`config.mk`:
```
export PLATFORM = sky130hd
export DESIGN_NAME = fir_lowpass_17tap_three_band
export DESIGN_NICKNAME = d
export VERILOG_FILES = /design/src/rtl/flp3_pkg.sv /design/src/rtl/flp3_delay.sv /design/src/rtl/flp3_mac.sv /design/src/rtl/fir_lowpass_17tap_three_band.sv
export SDC_FILE = /design/constraint.sdc
export NUM_CORES = 1
export LEC_CHECK = 0
export BUFFER_PORTS_ARGS = -buffer_cell sky130_fd_sc_hd__buf_2
export CORE_UTILIZATION = 60
export DETAILED_ROUTE_END_ITERATION = 7
export MAX_ROUTING_LAYER = met4
export PLACE_DENSITY = 0.85
export REMOVE_ABC_BUFFERS = 1
export SYNTH_ARGS = -nofsm -noshare
export SYNTH_HDL_FRONTEND = slang
export SYNTH_SLANG_ARGS = --single-unit
```
`constraint.sdc`:
```
create_clock -name clk -period 21.1 [get_ports clk]
set_input_delay 3.165 -clock clk [delete_from_list [all_inputs] [get_ports clk]]
set_output_delay 3.165 -clock clk [all_outputs]
set_load 0.005 [all_outputs]
```
`src/rtl/flp3_pkg.sv`:
```
// ----------------------------------------------------------------------------
// flp3_pkg
// Shared types, constants and coefficient tables of the three-band low-pass
// FIR filter.
// ----------------------------------------------------------------------------
package flp3_pkg;

  localparam int TAPS   = 17;
  localparam int IDX_W  = 5;
  localparam int SMP_W  = 16;
  localparam int COEF_W = 10;
  localparam int PROD_W = SMP_W + COEF_W;
  localparam int ACC_W  = 27;
  localparam int SET_W  = 2;

  localparam logic [IDX_W-1:0] LAST_IDX = IDX_W'(TAPS - 1);

  localparam logic [SET_W-1:0] BAND_NARROW = 2'd0;
  localparam logic [SET_W-1:0] BAND_MIDDLE = 2'd1;
  localparam logic [SET_W-1:0] BAND_WIDE   = 2'd2;

  typedef enum logic [1:0] {
    ST_IDLE,
    ST_RUN,
    ST_DRAIN,
    ST_DONE
  } state_t;

  typedef struct packed {
    logic clr;
    logic mul_en;
    logic acc_en;
  } mac_ctrl_t;

  typedef logic signed [COEF_W-1:0] coef_t;

  localparam coef_t NARROW_COEF [TAPS] = '{
    -10'sd7, -10'sd18, -10'sd15, 10'sd11, 10'sd56, 10'sd116, 10'sd177, 10'sd223,
    10'sd240, 10'sd223, 10'sd177, 10'sd116, 10'sd56, 10'sd11, -10'sd15, -10'sd18,
    -10'sd7
  };

  localparam coef_t MIDDLE_COEF [TAPS] = '{
    10'sd0, -10'sd18, -10'sd38, -10'sd39, 10'sd0, 10'sd83, 10'sd191, 10'sd284,
    10'sd320, 10'sd284, 10'sd191, 10'sd83, 10'sd0, -10'sd39, -10'sd38, -10'sd18,
    10'sd0
  };

  localparam coef_t WIDE_COEF [TAPS] = '{
    10'sd6, 10'sd20, 10'sd7, -10'sd42, -10'sd74, -10'sd12, 10'sd159, 10'sd353,
    10'sd440, 10'sd353, 10'sd159, -10'sd12, -10'sd74, -10'sd42, 10'sd7, 10'sd20,
    10'sd6
  };

  // Unused selector code falls back to the wide set
  function automatic coef_t coef(input logic [SET_W-1:0] set, input logic [IDX_W-1:0] k);
    coef_t c;
    case (set)
      BAND_NARROW: c = NARROW_COEF[k];
      BAND_MIDDLE: c = MIDDLE_COEF[k];
      default:     c = WIDE_COEF[k];
    endcase
    return c;
  endfunction

endpackage

```
`src/rtl/flp3_delay.sv`:
```
// ----------------------------------------------------------------------------
// flp3_delay
// Circular delay line of the last TAPS samples with a write pointer that
// steps back by one after each item.
// ----------------------------------------------------------------------------
module flp3_delay
  import flp3_pkg::*;
(
  input  logic                    clk,
  input  logic                    rst,
  input  logic                    wr_en,
  input  logic signed [SMP_W-1:0] wr_data,
  input  logic                    step_en,
  input  logic [IDX_W-1:0]        rd_addr,
  output logic signed [SMP_W-1:0] rd_data,
  output logic [IDX_W-1:0]        slot
);

  logic signed [SMP_W-1:0] line [TAPS];

  always_ff @(posedge clk) begin
    if (rst) begin
      for (int i = 0; i < TAPS; i++) begin
        line[i] <= '0;
      end
    end else if (wr_en) begin
      line[slot] <= wr_data;
    end
  end

  // step back, wrapping from the first slot to the last
  always_ff @(posedge clk) begin
    if (rst) begin
      slot <= '0;
    end else if (step_en) begin
      slot <= (slot == '0) ? LAST_IDX : slot - IDX_W'(1);
    end
  end

  assign rd_data = line[rd_addr];

endmodule

```
`src/rtl/flp3_mac.sv`:
```
// ----------------------------------------------------------------------------
// flp3_mac
// Shared multiply-accumulate unit: one registered product per cycle while
// mul_en is set, added into the accumulator on the following cycle by acc_en.
// ----------------------------------------------------------------------------
module flp3_mac
  import flp3_pkg::*;
(
  input  logic                     clk,
  input  mac_ctrl_t                ctrl,
  input  logic signed [SMP_W-1:0]  smp,
  input  coef_t                    cf,
  output logic signed [ACC_W-1:0]  acc
);

  logic signed [PROD_W-1:0] prod;

  always_ff @(posedge clk) begin
    if (ctrl.mul_en) begin
      prod <= smp * cf;
    end
  end

  always_ff @(posedge clk) begin
    if (ctrl.clr) begin
      acc <= '0;
    end else if (ctrl.acc_en) begin
      acc <= acc + ACC_W'(prod);
    end
  end

endmodule

```
`src/rtl/fir_lowpass_17tap_three_band.sv`:
```
// ----------------------------------------------------------------------------
// fir_lowpass_17tap_three_band
// 17-tap low-pass FIR with three fixed coefficient sets, one shared MAC.
// ----------------------------------------------------------------------------
// Operation: the shared multiply-accumulate takes one tap per cycle in ST_RUN,
//   then adds the last product in ST_DRAIN; ST_DONE loads filtered_out once
//   the output register is free. in_stall holds new items off outside ST_IDLE.
// A finished result waits in the output register while the next item computes.
// Reset (rst, synchronous): delay line, pointers, band_sel and out_valid cleared.
module fir_lowpass_17tap_three_band
  import flp3_pkg::*;
(
  input  logic                    clk,
  input  logic                    rst,
  input  logic                    in_valid,
  output logic                    in_stall,
  input  logic signed [SMP_W-1:0] sample_in,
  output logic                    out_valid,
  input  logic                    out_stall,
  output logic signed [ACC_W-1:0] filtered_out,
  input  logic                    cfg_valid,
  output logic                    cfg_ready,
  input  logic [SET_W-1:0]        band_select
);

  state_t state, state_next;
  logic [IDX_W-1:0] k, k_next;
  logic [IDX_W-1:0] pos, pos_next;
  logic [SET_W-1:0] band_sel;
  logic [IDX_W-1:0] slot;
  logic signed [SMP_W-1:0] rd_data;
  logic signed [ACC_W-1:0] acc;
  mac_ctrl_t mac_ctrl;
  logic accept, out_free, load_out, step_en;

  assign cfg_ready = 1'b1;
  assign in_stall  = (state != ST_IDLE);
  assign accept    = in_valid && !in_stall;
  assign out_free  = !out_valid || !out_stall;

  always_ff @(posedge clk) begin
    if (rst) begin
      band_sel <= BAND_NARROW;
    end else if (cfg_valid && cfg_ready) begin
      band_sel <= band_select;
    end
  end

  flp3_delay u_delay (
    .clk     (clk),
    .rst     (rst),
    .wr_en   (accept),
    .wr_data (sample_in),
    .step_en (step_en),
    .rd_addr (pos),
    .rd_data (rd_data),
    .slot    (slot)
  );

  flp3_mac u_mac (
    .clk  (clk),
    .ctrl (mac_ctrl),
    .smp  (rd_data),
    .cf   (coef(band_sel, k)),
    .acc  (acc)
  );

  always_ff @(posedge clk) begin
    if (rst) begin
      state <= ST_IDLE;
      k     <= '0;
      pos   <= '0;
    end else begin
      state <= state_next;
      k     <= k_next;
      pos   <= pos_next;
    end
  end

  always_comb begin
    state_next      = state;
    k_next          = k;
    pos_next        = pos;
    mac_ctrl.clr    = 1'b0;
    mac_ctrl.mul_en = 1'b0;
    mac_ctrl.acc_en = 1'b0;
    load_out        = 1'b0;
    step_en         = 1'b0;
    case (state)
      ST_IDLE: begin
        if (accept) begin
          mac_ctrl.clr = 1'b1;
          k_next       = '0;
          pos_next     = slot;
          state_next   = ST_RUN;
        end
      end
      ST_RUN: begin
        mac_ctrl.mul_en = 1'b1;
        mac_ctrl.acc_en = (k != '0);
        k_next          = k + IDX_W'(1);
        pos_next        = (pos == LAST_IDX) ? '0 : pos + IDX_W'(1);
        if (k == LAST_IDX) begin
          state_next = ST_DRAIN;
        end
      end
      ST_DRAIN: begin
        // add the last product
        mac_ctrl.acc_en = 1'b1;
        state_next      = ST_DONE;
      end
      ST_DONE: begin
        // hold until the output register is free
        if (out_free) begin
          load_out   = 1'b1;
          step_en    = 1'b1;
          state_next = ST_IDLE;
        end
      end
      default: begin
        state_next = ST_IDLE;
      end
    endcase
  end

  always_ff @(posedge clk) begin
    if (rst) begin
      out_valid <= 1'b0;
    end else if (load_out) begin
      out_valid <= 1'b1;
    end else if (!out_stall) begin
      out_valid <= 1'b0;
    end
  end

  always_ff @(posedge clk) begin
    if (load_out) begin
      filtered_out <= acc;
    end
  end

endmodule

```
==> impl_metrics.toml <==
[route]
drc = 0
wire_per_inst_um = 24.74
first_pass_iters = 6
routed_wl_um = 78660
drtIter0Drc = 2368
vias = 20206
avgViaCountPerCell = 6.356
ant_nets = 0

[die]
die_w_um = 236.7
rows = 85
coreArea_mm2 = 0.05413
start_util = 0.6105
fp.dieH_um = 236.7
io_pins = 53
die-area_mm2 = 0.05602

[setup_path]
path_cells = "buf_4 -> buf_4 -> mux4_2 -> mux4_2 -> mux2_2 -> nor2b_1 -> fa_1 -> fa_1 -> fa_1 -> fa_1 -> inv_1 -> fa_1 -> inv_1 -> ha_1 -> o211ai_1 -> nor3_1 -> a32oi_1 -> a211o_1 -> a21boi_0 -> o21ai_0 -> nand2b_1 -> a21oi_1 -> xnor2_1"
crit_path_end_kind = "flop"
slowest_delay_ns = 0.95
required_ns = 21.46
cp.arrival_ns = 9.63
worst_path_max_delay_cell = "dfxtp_4"
cp_common_cell = "fa_1"
r2r_slack_ns = 11.83
cp-start-kind = "flop"
path_class = "reg2reg"
regToRegEndpoint = "u_mac.prod[24]$_DFFE_PP_"
cp_max_fo = 47
r2r_cells = 23
crit_path_end = "u_mac.prod[24]$_DFFE_PP_"

[logic_synthesis]
synth_top_family_by_area = "adder cells"
synth_compound_area_frac = 0.04517
dominantRegCellSynth = "edfxtp_1"
syn_inst = 2378
ys_seq_elements = 617
synth_top_area_cell = "edfxtp_1"
netlist.area_leader.share = 0.5134
yosys-top-cells-count = "565 x edfxtp_1, 290 x and2_1, 197 x inv_1"
avgSynthCellArea_um2 = 13.90
yosys.cell_count.top_type = "edfxtp_1"
synth_mux_area_frac = 0.1186
synth-simple-area-share = 0.1166
ys_top_cells_by_area = "edfxtp_1 51%, mux4_2 11%, fa_1 8.5%, and2_1 5.5%, ha_1 3.9%"
synth-edff-count = 565
ys_types = 71
syn_area_mm2 = 0.03305
ys_warn_count = 0
synth-xor-area-share = 0.01272
async_flop_share = 0
yosys.area_share.adder = 0.1248
seq_area_frac_synth = 0.5449

[clocking]
clk_path_buf_depth = 3
cts_root_buf = "clkbuf_16"
cts_setup_buffers = 0
post_cts_resized = 0
cts_num_sinks = 617
cts_tree = "yes"
clk_pin_slew_ns = 0.06
clk_latency_ns = 0.62
h-tree-depth = 3
postCtsHoldBufs = 0
cts_inserted_buffers = 66

[global_routing]
grt_pass1_vias = 20790
grt_usage = 0.2967
gr-total-overflow = 0
grt_pass1_wl_um = 121000
grt_max_degree = 74
antenna_found_initial = 1

[finish]
drive_above_1_share = 0.1640
fin_nets = 2698
fillers = 3494
syn_to_final_growth_pct = 9.942

[timing]
finalSetupViolCount = 0
hold-worst-slack_ns = 0.4675
rsz0062_at_grt = "false"
maxSlewHeadroom = 0.1977
fin_setup_tns_ns = 0
maxSlewViolCount = 0
fin_crit_sh = 0.4393
hold_viol_final = 0
max_freq_mhz = 107.9
clock_skew_ns = 0.04168
fin_crit_ns = 9.269
tightest_slew_ns = 1.199

[placement]
dp_hpwl_um = 48830
port-buffer-count = 51
gp_congestion = 0.9374

[run]
max-cap-violations = 0

[status]
status = "finished clean"

[hold_path]
hp-class = "reg2reg"
==> registers in the layout, summed over array words and instances (netlist names), named ones only <==
register / flops
band_sel: 2
filtered_out: 27
k: 5
out_valid: 1
pos: 5
state: 2
u_delay.line: 512
u_delay.slot: 5
u_mac.acc: 27
u_mac.prod: 26
==> per-stage QoR <==
| stage | setup slack (ns) | instances | instance area, um^2 | util |
|---|---|---|---|---|
| 2_1_floorplan | 9.871 | 2265 | 32570 | - |
| 3_3_place_gp | 12.08 | 3058 | 34060 | 0.6292 |
| 3_5_place_dp | 11.90 | 3058 | 34060 | 0.6292 |
| 4_1_cts | 11.88 | 3178 | 36330 | 0.6711 |
| 5_1_grt | 11.18 | 3179 | 36330 | 0.6712 |
| 6_report | 11.83 | 3179 | 36330 | 0.6712 |
==> worst max-delay path: cells and delay by family, from the launching register on <==
family	cells	cell delay, ns
adder cells (fa/ha/maj)	6	2.83
AO/OA/AOI/OAI	6	1.27
buffers and inverters	4	1.65
AND/OR/NAND/NOR	3	0.53
flip-flops	1	0.95
multiplexers	3	1.56
XOR/XNOR	1	0.13
==> metal layers <==
metal,track usage,up-vias,wire (um)
met3,0.05957,271,7357
met2,0.4815,1211,38810
li1,-,8618,-
met5,-,-,0
met4,0.1238,0,3482
met1,0.3663,10106,29010
==> worst min-delay path by stage <==
stage	start	depth (start not counted)	endpoint	slack, ns
after global routing	u_mac.acc[25]$_SDFFE_PP0P_	0	filtered_out[25]$_DFFE_PP_	0.48
after floorplan	u_mac.acc[12]$_SDFFE_PP0P_	0	filtered_out[12]$_DFFE_PP_	0.43
after global placement	u_mac.acc[0]$_SDFFE_PP0P_	0	filtered_out[0]$_DFFE_PP_	0.45
after detailed placement	u_mac.acc[23]$_SDFFE_PP0P_	0	filtered_out[23]$_DFFE_PP_	0.46
final	u_mac.acc[3]$_SDFFE_PP0P_	0	filtered_out[3]$_DFFE_PP_	0.47
after CTS	u_mac.acc[23]$_SDFFE_PP0P_	0	filtered_out[23]$_DFFE_PP_	0.47
==> area by class of cell <==
cell class | count | area, um^2 | share of cell area
Multi-Input combinational cell | 1448 | 13820 | 0.3804
Sequential cell | 617 | 18020 | 0.4958
Antenna cell | 1 | 2.502 | 0.00006887
Inverter | 200 | 750.7 | 0.02066
Timing Repair Buffer | 97 | 600.6 | 0.01653
Tap cell | 696 | 870.8 | 0.02397
Clock inverter | 40 | 505.5 | 0.01391
Clock buffer | 80 | 1767 | 0.04862
==> kinds of logic (layout without fill, tap and decap cells) <==
| family | after synthesis | count (layout) |
|---|---|---|
| flops | 617 | 617 |
| simple gates | 729 | 729 |
| other cells | 1 | 2 |
| buf+inv | 313 | 417 |
| compound gates | 239 | 239 |
| xor+xnor | 48 | 48 |
| fa+ha+maj | 245 | 245 |
| mux | 186 | 186 |
==> placed cells by master, fill, tap and decap left out, types with 11 or more instances in the layout <==
cell	synthesis	final
nand3_1	15	15
edfxtp_1	565	565
mux4_2	160	160
a31oi_1	14	14
or2_2	23	23
a21o_1	17	17
buf_4	5	46
nor2_1	134	133
nor3_1	17	17
xnor2_1	35	35
nor2b_1	36	36
ha_1	104	104
nand2_1	145	145
a21oi_1	81	81
xor2_1	13	13
clkinv_2	0	11
nand2b_1	30	30
o21ai_0	47	45
clkinv_1	2	14
buf_2	21	51
and2_1	290	290
fa_1	141	141
clkbuf_16	0	68
dfxtp_1	52	49
inv_1	197	197
mux2_2	14	14
Power is left out: the tool's default activity adds up to more than one toggle a clock period on the data nets, which glitch-free logic cannot reach.
